<file path="config.mk">
export PLATFORM = sky130hd
export DESIGN_NAME = nonoverlap_record_choice_enumerator_unit
export DESIGN_NICKNAME = d
export VERILOG_FILES = /design/src/hw/rtl/nrce_pkg.sv /design/src/hw/rtl/nonoverlap_record_choice_enumerator_unit.sv
export SDC_FILE = /design/constraint.sdc
export NUM_CORES = 2
export LEC_CHECK = 0
export ABC_AREA = 1
export ABC_CLOCK_PERIOD_IN_PS = 4300
export CAP_MARGIN = 25
export CORE_ASPECT_RATIO = 1.75
export CORE_MARGIN = 4
export CORE_UTILIZATION = 45
export CTS_CLUSTER_DIAMETER = 50
export DETAILED_ROUTE_END_ITERATION = 12
export DONT_BUFFER_PORTS = 1
export SLEW_MARGIN = 10
export SYNTH_ARGS = -nofsm -noshare
export SYNTH_HDL_FRONTEND = slang
export SYNTH_SLANG_ARGS = --single-unit
</file>
<file path="constraint.sdc">
create_clock -name i_clk -period 4.3 [get_ports i_clk]
set_input_delay 0.645 -clock i_clk [delete_from_list [all_inputs] [get_ports i_clk]]
set_output_delay 0.645 -clock i_clk [all_outputs]
set_load 0.01 [all_outputs]
</file>
<file path="src/hw/rtl/nrce_pkg.sv">
`timescale 1ns / 1ps

package nrce_pkg;

    // Request opcodes.
    typedef enum logic [2:0] {
        OP_WRITE_LENGTH  = 3'd0,
        OP_WRITE_ELEMENT = 3'd1,
        OP_SET_PICK      = 3'd2,
        OP_START         = 3'd3,
        OP_NEXT          = 3'd4
    } t_op;

    // Enumeration phase.
    typedef enum logic [1:0] {
        PH_IDLE    = 2'd0,
        PH_FRESH   = 2'd1,
        PH_EMITTED = 2'd2,
        PH_DONE    = 2'd3
    } t_phase;

    // Search sequencer.
    typedef enum logic [2:0] {
        ST_IDLE,
        ST_READ,
        ST_EVAL,
        ST_BREAD,
        ST_BEVAL,
        ST_EMIT
    } t_state;

    localparam int CHOICE_SLOTS = 8;
    localparam int CHOICE_BITS  = 2;

endpackage

</file>
<file path="src/hw/rtl/nonoverlap_record_choice_enumerator_unit.sv">
`timescale 1ns / 1ps

// Non-overlapping record choice enumerator. Load the element table (op 1),
// the record lengths (op 0) and the picked elements (op 2), then issue a start
// request (op 3) and one next request (op 4) per tuple wanted. Each next request
// returns the next tuple of record choices in lexicographic order (slot 0 most
// significant) for which every slot's element position plus chosen record length
// stays at or below the next slot's element position; found is 0 once the list
// is exhausted or before a start. Table, pick and start requests complete in the
// cycle they are accepted and give no result. A next request runs a search over
// one shared 33-bit add/compare unit fed by single-port tables: each slot check
// is a table read, then an evaluate, each carry step of the odometer is likewise
// a read, then an evaluate, and every pass restarts the check at slot 0, so the
// length of a search is data dependent. The result sits in an output register,
// so the block takes a new request while the previous result is still stalled;
// o_in_stall is high only while a search runs or its result waits for that
// register. Tables have no reset and no clearing pass.
module nonoverlap_record_choice_enumerator_unit
    import nrce_pkg::*;
#(
    parameter int MAX_ELEMENTS = 16,
    parameter int MAX_RECORDS  = 4,
    parameter int MAX_PICK     = 8
) (
    input  logic        i_clk,
    input  logic        i_rst_n,
    // request channel
    input  logic        i_in_valid,
    output logic        o_in_stall,
    input  logic [2:0]  i_op,
    input  logic [3:0]  i_element_index,
    input  logic [1:0]  i_record_index,
    input  logic [2:0]  i_slot_index,
    input  logic [31:0] i_position,
    input  logic [31:0] i_length,
    input  logic [2:0]  i_record_count,
    input  logic [3:0]  i_pick_count,
    // result channel
    output logic        o_out_valid,
    input  logic        i_out_stall,
    output logic        o_found,
    output logic [15:0] o_choices,
    output logic [16:0] o_tuple_count
);

    localparam int EAW    = $clog2(MAX_ELEMENTS);
    localparam int RAW    = (MAX_RECORDS > 1) ? $clog2(MAX_RECORDS) : 1;
    localparam int LDEPTH = MAX_ELEMENTS * MAX_RECORDS;
    localparam int LAW    = $clog2(LDEPTH);
    localparam int RCW    = $clog2(MAX_RECORDS + 1);
    localparam int SW     = (MAX_PICK > 1) ? $clog2(MAX_PICK) : 1;
    localparam int PCW    = $clog2(MAX_PICK + 1);
    localparam int NCH    = (MAX_PICK < CHOICE_SLOTS) ? MAX_PICK : CHOICE_SLOTS;

    // Tables: written only from idle, read one address per cycle by the search.
    logic [31:0]    pos_mem [MAX_ELEMENTS];
    logic [RCW-1:0] rc_mem  [MAX_ELEMENTS];
    logic [31:0]    len_mem [LDEPTH];
    logic [EAW-1:0] r_pick  [MAX_PICK];

    // Registered table read data.
    logic [31:0]    r_pos_q;
    logic [RCW-1:0] r_rc_q;
    logic [31:0]    r_len_q;

    // Control state.
    t_state         r_state, n_state;
    t_phase         r_phase, n_phase;
    logic [PCW-1:0] r_idx, n_idx;
    logic [PCW-1:0] r_npick, n_npick;
    logic [RAW-1:0] r_odo [MAX_PICK];
    logic [RAW-1:0] n_odo [MAX_PICK];
    logic [16:0]    r_emitted, n_emitted;
    logic           r_hit, n_hit;
    logic           r_ovalid, n_ovalid;

    // Running end (position + length) of the previous slot.
    logic [32:0]    r_end, n_end;

    // Output payload.
    logic           r_found;
    logic [15:0]    r_choices;
    logic [16:0]    r_count;

    logic           w_in_acc;
    logic           w_load_out;
    logic           w_elem_ok;
    logic           w_rec_ok;
    logic           w_slot_ok;
    logic [LAW-1:0] w_wr_laddr;
    logic [RCW-1:0] w_wr_rc;
    logic [PCW-1:0] w_start_n;
    logic [SW-1:0]  w_slot;
    logic [EAW-1:0] w_rd_e;
    logic [LAW-1:0] w_rd_laddr;
    logic [RAW-1:0] w_odo_cur;
    logic [RCW:0]   w_odo_ext;
    logic [RCW:0]   w_rc_ext;
    logic [32:0]    w_sum;
    logic           w_bad;
    logic [15:0]    w_choices;

    assign o_in_stall = (r_state != ST_IDLE);
    assign w_in_acc   = i_in_valid && !o_in_stall;

    // Index range checks and write addressing.
    assign w_elem_ok  = (32'(i_element_index) < MAX_ELEMENTS);
    assign w_rec_ok   = (32'(i_record_index) < MAX_RECORDS);
    assign w_slot_ok  = (32'(i_slot_index) < MAX_PICK);
    assign w_wr_laddr = LAW'(32'(i_element_index) * MAX_RECORDS + 32'(i_record_index));
    assign w_wr_rc    = (32'(i_record_count) > MAX_RECORDS) ? RCW'(MAX_RECORDS)
                                                            : RCW'(i_record_count);

    always_comb begin
        if (i_pick_count == '0) begin
            w_start_n = PCW'(1);
        end else if (32'(i_pick_count) > MAX_PICK) begin
            w_start_n = PCW'(MAX_PICK);
        end else begin
            w_start_n = PCW'(i_pick_count);
        end
    end

    // Search addressing: the slot under the index register selects the element.
    assign w_slot     = r_idx[SW-1:0];
    assign w_odo_cur  = r_odo[w_slot];
    assign w_rd_e     = r_pick[w_slot];
    assign w_rd_laddr = LAW'(32'(w_rd_e) * MAX_RECORDS + 32'(w_odo_cur));

    // Shared add/compare unit.
    assign w_odo_ext = (RCW + 1)'(w_odo_cur);
    assign w_rc_ext  = (RCW + 1)'(r_rc_q);
    assign w_sum     = {1'b0, r_pos_q} + {1'b0, r_len_q};
    assign w_bad     = (w_odo_ext >= w_rc_ext) ||
                       ((r_idx != '0) && (r_end > {1'b0, r_pos_q}));

    // Table writes from idle requests, reads for the search.
    always_ff @(posedge i_clk) begin
        if (w_in_acc && (i_op == OP_WRITE_LENGTH) && w_elem_ok && w_rec_ok) begin
            len_mem[w_wr_laddr] <= i_length;
        end
        if (w_in_acc && (i_op == OP_WRITE_ELEMENT) && w_elem_ok) begin
            pos_mem[EAW'(i_element_index)] <= i_position;
            rc_mem[EAW'(i_element_index)]  <= w_wr_rc;
        end
        if (w_in_acc && (i_op == OP_SET_PICK) && w_elem_ok && w_slot_ok) begin
            r_pick[SW'(i_slot_index)] <= EAW'(i_element_index);
        end
        r_pos_q <= pos_mem[w_rd_e];
        r_rc_q  <= rc_mem[w_rd_e];
        r_len_q <= len_mem[w_rd_laddr];
    end

    // Sequencer: next state and datapath updates.
    always_comb begin
        n_state    = r_state;
        n_phase    = r_phase;
        n_idx      = r_idx;
        n_npick    = r_npick;
        n_odo      = r_odo;
        n_emitted  = r_emitted;
        n_hit      = r_hit;
        n_end      = r_end;
        n_ovalid   = r_ovalid && i_out_stall;
        w_load_out = 1'b0;

        case (r_state)
            ST_IDLE: begin
                if (w_in_acc) begin
                    case (t_op'(i_op))
                        OP_START: begin
                            n_npick   = w_start_n;
                            n_emitted = '0;
                            n_phase   = PH_FRESH;
                            for (int i = 0; i < MAX_PICK; i++) begin
                                n_odo[i] = '0;
                            end
                        end
                        OP_NEXT: begin
                            if (r_phase == PH_FRESH) begin
                                // check the all-zero tuple first
                                n_idx   = '0;
                                n_state = ST_READ;
                            end else if (r_phase == PH_EMITTED) begin
                                // advance past the last tuple given out
                                n_idx   = PCW'(r_npick - 1'b1);
                                n_state = ST_BREAD;
                            end else begin
                                n_hit   = 1'b0;
                                n_state = ST_EMIT;
                            end
                        end
                        default: begin
                        end
                    endcase
                end
            end

            ST_READ: begin
                n_state = ST_EVAL;
            end

            ST_EVAL: begin
                if (w_bad) begin
                    // drop this slot and everything after it, carry one slot up
                    for (int i = 0; i < MAX_PICK; i++) begin
                        if (i >= int'(r_idx)) begin
                            n_odo[i] = '0;
                        end
                    end
                    if (r_idx == '0) begin
                        n_phase = PH_DONE;
                        n_hit   = 1'b0;
                        n_state = ST_EMIT;
                    end else begin
                        n_idx   = PCW'(r_idx - 1'b1);
                        n_state = ST_BREAD;
                    end
                end else begin
                    n_end = w_sum;
                    if (PCW'(r_idx + 1'b1) == r_npick) begin
                        n_hit     = 1'b1;
                        n_phase   = PH_EMITTED;
                        n_emitted = r_emitted + 17'd1;
                        n_state   = ST_EMIT;
                    end else begin
                        n_idx   = PCW'(r_idx + 1'b1);
                        n_state = ST_READ;
                    end
                end
            end

            ST_BREAD: begin
                n_state = ST_BEVAL;
            end

            ST_BEVAL: begin
                if ((w_odo_ext + (RCW + 1)'(1)) < w_rc_ext) begin
                    n_odo[w_slot] = RAW'(w_odo_cur + 1'b1);
                    n_idx         = '0;
                    n_state       = ST_READ;
                end else begin
                    n_odo[w_slot] = '0;
                    if (r_idx == '0) begin
                        n_phase = PH_DONE;
                        n_hit   = 1'b0;
                        n_state = ST_EMIT;
                    end else begin
                        n_idx   = PCW'(r_idx - 1'b1);
                        n_state = ST_BREAD;
                    end
                end
            end

            ST_EMIT: begin
                // hold until the output register is free
                if (!r_ovalid || !i_out_stall) begin
                    w_load_out = 1'b1;
                    n_ovalid   = 1'b1;
                    n_state    = ST_IDLE;
                end
            end

            default: begin
                n_state = ST_IDLE;
            end
        endcase
    end

    // Pack the odometer into the choices field.
    always_comb begin
        logic [RAW+1:0] tmp;
        w_choices = '0;
        for (int k = 0; k < NCH; k++) begin
            tmp = (RAW + 2)'(r_odo[k]);
            if (r_hit && (k < int'(r_npick))) begin
                w_choices[k*CHOICE_BITS +: CHOICE_BITS] = tmp[CHOICE_BITS-1:0];
            end
        end
    end

    always_ff @(posedge i_clk) begin
        if (!i_rst_n) begin
            r_state   <= ST_IDLE;
            r_phase   <= PH_IDLE;
            r_idx     <= '0;
            r_npick   <= PCW'(1);
            r_emitted <= '0;
            r_hit     <= 1'b0;
            r_ovalid  <= 1'b0;
            for (int i = 0; i < MAX_PICK; i++) begin
                r_odo[i] <= '0;
            end
        end else begin
            r_state   <= n_state;
            r_phase   <= n_phase;
            r_idx     <= n_idx;
            r_npick   <= n_npick;
            r_emitted <= n_emitted;
            r_hit     <= n_hit;
            r_ovalid  <= n_ovalid;
            r_odo     <= n_odo;
        end
    end

    always_ff @(posedge i_clk) begin
        r_end <= n_end;
        if (w_load_out) begin
            r_found   <= r_hit;
            r_choices <= w_choices;
            r_count   <= r_emitted;
        end
    end

    assign o_out_valid   = r_ovalid;
    assign o_found       = r_found;
    assign o_choices     = r_choices;
    assign o_tuple_count = r_count;

endmodule

</file>
* After elaboration in Yosys (flattened, before gate mapping) *
Memories as Yosys holds them, arrays and structs flattened. A register that Yosys moved wholly into a read port is not among the register bits.
Cells that the tools add are included.

cells by class
  add/subtract/negate cells = 9
  $lt $le $gt $ge = 23
  equal/unequal tests = 33
  mux-type cells = 74
  bitwise logic cells = 4
  reduce and logical (&&, ||, !) cells = 43

operators with widths
  operator                                                               number
  17-bit two-way mux                                                     4
  16-bit two-way mux                                                     4
  5-bit AND reduction                                                    11
  16-bit case mux with 3 select lines                                    1
  4-bit two-way mux                                                      10
  3-bit two-way mux                                                      12
  2-bit two-way mux                                                      17
  17-bit case mux with 2 select lines                                    1
  32-bit by 32-bit adder with 33-bit output                              1
  33-bit by 32-bit > comparator with 1-bit output                        1
  2-bit inequality test, second input constant                           16
  1-bit two-way mux                                                      18
  3-bit case mux with 6 select lines                                     1
  17-bit by 1-bit adder with 17-bit output, second input constant        1
  16-bit AND                                                             1
  16-bit bitwise mux                                                     1
  3-bit by 4-bit >= comparator with 1-bit output, first input constant   4
  3-bit by 4-bit < comparator with 1-bit output, first input constant    4
  16-bit NOT                                                             1
  1-bit logical AND                                                      15
  6-bit by 2-bit adder with 6-bit output                                 2
  3-bit by 2-bit equality test with 1-bit output, second input constant  4
  4-bit case mux with 3 select lines                                     1
  3-bit equality test, second input constant                             3
  other kinds (36)                                                       52

storage, ports and cells
  bits in registers = 115
  memory bits (writable) = 2640
  input port bits = 87
  output and inout port bits = 36
  memories = 4

memory list
  memory   depth  bits a word  rd ports  clocked after Yosys merged registers in  wr ports  line                                            RTL
  len_mem  64     32           1         1                                        1         nonoverlap_record_choice_enumerator_unit.sv:58  logic [31:0] len_mem [LDEPTH];
  pos_mem  16     32           1         1                                        1         nonoverlap_record_choice_enumerator_unit.sv:56  logic [31:0] pos_mem [MAX_ELEMENTS];
  rc_mem   16     3            1         1                                        1         nonoverlap_record_choice_enumerator_unit.sv:57  logic [RCW-1:0] rc_mem [MAX_ELEMENTS];
  r_pick   8      4            1         1                                        1         nonoverlap_record_choice_enumerator_unit.sv:59  logic [EAW-1:0] r_pick [MAX_PICK];

* Depth between registers and ports, before layout *
  depth in word-level cells = 10
  gate-level depth with buffers = 23
  mapped depth without buffers = 21

* Least setup slack after synthesis *
Ideal clock, no wire load.

  path kind = register -> register
  start point = reg r_idx[0]
  end point = reg with a tool-made name
  data arrival time = 3.422 ns
  data required time = 4.236 ns
  path slack = 0.814 ns
  stages on the path, launching flop included = 20
  clock period less this slack = 3.486 ns
  path through = dfxtp_1 -> buf_4 -> nand2_1 -> o21ai_0 -> nand2_1 -> nand2_1 -> nand2_1 -> nand2_4 -> inv_4 -> buf_2 -> buf_2 -> ha_1 -> a21boi_0 -> o21ai_1 -> nand3_2 -> inv_1 -> nand3_1 -> nand2_1 -> nor2_1 -> nor2_1

RTL lines
  what                    line                                             RTL
  from (decl)             nonoverlap_record_choice_enumerator_unit.sv:69   logic [PCW-1:0] r_idx, n_idx;
  from (signal assigned)  nonoverlap_record_choice_enumerator_unit.sv:297  r_idx <= n_idx;

* Final worst setup path *
  start point = reg r_idx[1]
  end point = reg r_len_q[20] (read register of len_mem)

on the way
  longest elaborated chain between the ends = 5

RTL lines
  what                                                  line                                             RTL
  3-bit NOT with 4-bit output (implied by the code)     nonoverlap_record_choice_enumerator_unit.sv:126  assign w_odo_cur = r_odo[w_slot];
  2-bit binary-select mux with 3-bit select             nonoverlap_record_choice_enumerator_unit.sv:126
  2-bit two-way mux (implied by the code) (2 in a row)  nonoverlap_record_choice_enumerator_unit.sv:126
  6-bit by 2-bit adder with 6-bit output                nonoverlap_record_choice_enumerator_unit.sv:128  assign w_rd_laddr = LAW'(32'(w_rd_e) * MAX_RECORDS + 32'(w_odo_cur));
  to (decl)                                             nonoverlap_record_choice_enumerator_unit.sv:64   logic [31:0] r_len_q;

No other way between the ends. The select of a mux whose other input is x is not followed.
A chain may end at the register's enable or synchronous reset.

==> metrics.md <==
| Metric | Value |
|---|---|
| Worst setup SP type | `register` |
| Width of the die | `397 µm` |
| Clock sinks | `roughly 2800` |
| Antenna violations before repair | `4` |
| Fin cells | `14100` |
| CP max stage cell | `dfxtp_1` |
| Core Area | `265000 µm²` |
| Io pins | `123` |
| First DRT Iteration DRCs | `7154` |
| Die span in y | `689 µm` |
| DP Cell Count | `approximately 14000` |
| Max-Cap Viols | `0` |
| DR vias/cell | `5.58` |
| Post-synthesis cell count | `10400` |
| Largest stage delay, worst path | `~640 ps` |
| Crit Path Class | `register to register` |
| Starting density of the core | `0.451` |
| Skew final | `between 40 and 50 ps` |
| Crit path from | `r_idx[1]` |
| Worst reg2reg path depth | `14` |
| Min Clock Period, post-route | `3930 ps` |
| Worst vdd ir | `1380 µV` |
| Pre-antenna DRT Iters | `6` |
| Gpl congestion | `0.903` |
| Hold WS | `81.3 ps` |
| Worst-path cell chain | `clkinv_1, nand2_1, nand2_1, nand2_1, nand2_8, inv_16, buf_4, buf_4, o211ai_1, nand3_1, nand3_1, nand3_1, nand3_1, nand2_1` |
| Final Setup Violations | `0` |
| Vias in the first global route | `77000` |
| WP data required | `5080 ps` |
| Worst path bufs/invs | `4` |
| Grt ovf | `0` |
| Fillers | `approximately 23000` |
| Overall Global Routing Usage | `0.249` |
| Terminus of the critical flop-to-flop path | `r_len_q[20]` |
| Avg Inst Size Synth | `11.4 µm²` |
| Dpl hpwl | `200000 µm` |
| Status | `finished, final reports clean` |
| Cell Rows | `250` |
| Clock root cell | `clkbuf_16` |
| Worst Tran Pin Value | `1260 ps` |
| Cell variety after synth | `50` |
| RSZ-0062 raised after global routing | `false` |
| Sequential-to-total area share from yosys stat | `0.701` |
| Syn nets | `10600` |
| Fmax achieved | `between 0.2 and 0.3 GHz` |
| Port Buffer Count | `0` |
| Largest net degree at the start of global routing | `164` |
| Startpoint of the worst-slack reg-to-reg timing path | `r_idx[1]` |
| Die area | `274000 µm²` |
| Crit end category | `register` |
| Worst Hold End | `r_pick[5][3]` |
| Synth warnings | `0` |
| Ratio of cells with drive above 1 in the final layout | `0.0690` |
| Num CTS Buffers | `roughly 270` |
| Crit path max fanout | `46` |
| Total negative slack | `0 ps` |
| Hold_sp | `i_slot_index[1]` |
| Avg WL per Cell | `24.6 µm` |
| Routed vias | `approximately 80000` |
| Hold Fails Final Rpt | `0` |
| PwrDens | `between 700 and 800 nW/µm²` |
| Cell family with the largest share of critical-path delay | `buffers and inverters` |
| Slew Limit Fails | `0` |
| LEAKAGE | `49.3 nW` |
| H-tree lvl count | `5` |
| Ys async rst share | `0` |
| Remaining antenna violation count | `0` |
| CP arrival | `4720 ps` |
| CTS tree | `done` |
| Slew headroom | `0.159` |
| First-pass GRT wire length | `between 500000 and 600000 µm` |
| Post-Route WL | `347000 µm` |
| Reg2reg setup slack | `about 370 ps` |
| Hold depth | `1` |
| Post-synth EDFFs | `2707` |
| Reg clk slew, reported paths | `70 ps` |
| Synthesized area | `~120000 µm²` |
| Clk_lat worst skew | `~860 ps` |
| Layout Nets | `10600` |
| Area Growth Syn to Fin | `12.4%` |
| Period utilisation layout | `0.915` |
| Post-route DRC | `0` |
| Prevailing post-synth register cell | `edfxtp_1` |
| Worst Hold Class | `input port to register` |
| Post-synthesis sequential element count | `roughly 2800` |
| Power, Total | `98.0 mW` |
| Clk buf depth | `4` |
## report_power, final
group          leakage, nW  internal, mW  switching (mW)
clock                 4.03          12.8            10.1
combinational         20.0          12.5            31.0
sequential            25.3          30.9           0.773
total                 49.3          56.2            41.8
## per-stage QoR
stage | utilization | setup slack (ps) | area, µm²
2_1_floorplan | - | 814 | 119000
3_3_place_gp | 0.471 | 334 | 125000
3_5_place_dp | 0.471 | 386 | 125000
4_1_cts | 0.507 | 378 | 134000
5_1_grt | 0.507 | 56.4 | 134000
6_report | 0.507 | 366 | 134000
## sequential cells by signal (all words and copies together), names as in the netlist, 16 cells and up, named ones only
name	flops
len_mem	2048
o_choices	16
o_tuple_count	17
pos_mem	512
r_emitted	17
r_end	33
r_len_q	32
r_odo	16
r_pick	32
r_pos_q	32
rc_mem	48
## how the worst max path moves through the flow
stage / endpoint / cells past startpoint / slack (ps)
floorplan: register / 19 / 810
global placement: r_emitted[16] / 15 / 330
detailed placement: r_emitted[12] / 15 / 390
CTS: r_emitted[6] / 15 / 380
global route: r_emitted[13] / 15 / 60
finish: r_len_q[20] / 14 / 370
## final cells by class
type / instances / area, µm² / area share
clock buffer: 360 / 7430 / 0.0553
sequential: 2825 / 83700 / 0.623
multi-input combinational: 5714 / 28600 / 0.213
inverter: 1300 / 4930 / 0.0367
antenna: 2 / 5.00 / 0.0000373
clock inverter: 102 / 833 / 0.00621
tap: 3528 / 4410 / 0.0329
timing repair buffer: 314 / 4380 / 0.0326
## kinds of logic after synthesis
group           count (synthesis)  synth area share
compound gates                973            0.0529
xor+xnor                       46           0.00337
fa+ha+maj                      82           0.00866
buf+inv                      1902            0.0656
flops                        2825             0.701
simple gates                 4613             0.169
## timing repair
item / in CTS / in global routing
resized for setup: 0 / 1
buffers inserted: 0 / 0
endpoints found under the hold margin: 2622 / 0
setup endpoints to repair: 0 / 7
hold buffers: 74 / 0
## cells in the mapped netlist, types with 47 or more instances
cell type  instances  area share
dfxtp_1          118       0.020
inv_1           1290       0.041
nor2_1           495       0.016
nand3b_1         195       0.012
o211ai_1         329       0.021
o221ai_1         139       0.010
buf_4             69      0.0043
buf_1             47      0.0015
edfxtp_1        2707        0.68
o21ai_0          367       0.015
clkbuf_1         226      0.0071
nand2_1         2287       0.072
nand3_1         1574       0.066
a21oi_1           92      0.0039
buf_2            244       0.010
ha_1              81      0.0085
## per-layer routing
layer / vias to the layer above / part of all wire / global-route usage
met5: - / 0.000075 / 0
met4: 4 / 0.047 / 0.110
met3: 766 / 0.063 / 0.0329
met2: 3003 / 0.52 / 0.454
met1: 39100 / 0.37 / 0.291
li1: 36000 / - / -
## placed cells by master (no fill, tap or decap), drive strengths merged, types with 4 or more instances in the layout
cell         synthesis  routed
nor4                 6       6
a21oi               92      92
clkinvlp             0       5
buf                376     272
o21a                 5       5
o211ai             329     329
nand2             2292    2292
nor2               496     496
a31oi               10      10
ha                  81      81
xor2                38      38
o221ai             139     139
nand3b             195     195
nand4               18      18
a32o                 4       4
nand3             1576    1576
dfxtp              118     118
nor3                28      28
bufinv               0      10
dlygate4sd3          0      42
inv               1297    1307
edfxtp            2707    2707
clkinv               3      80
a21o                 4       4
o21ai              371     371
xnor2                8       8
clkbuf             226     360
(Power assumes the default switching activity.)
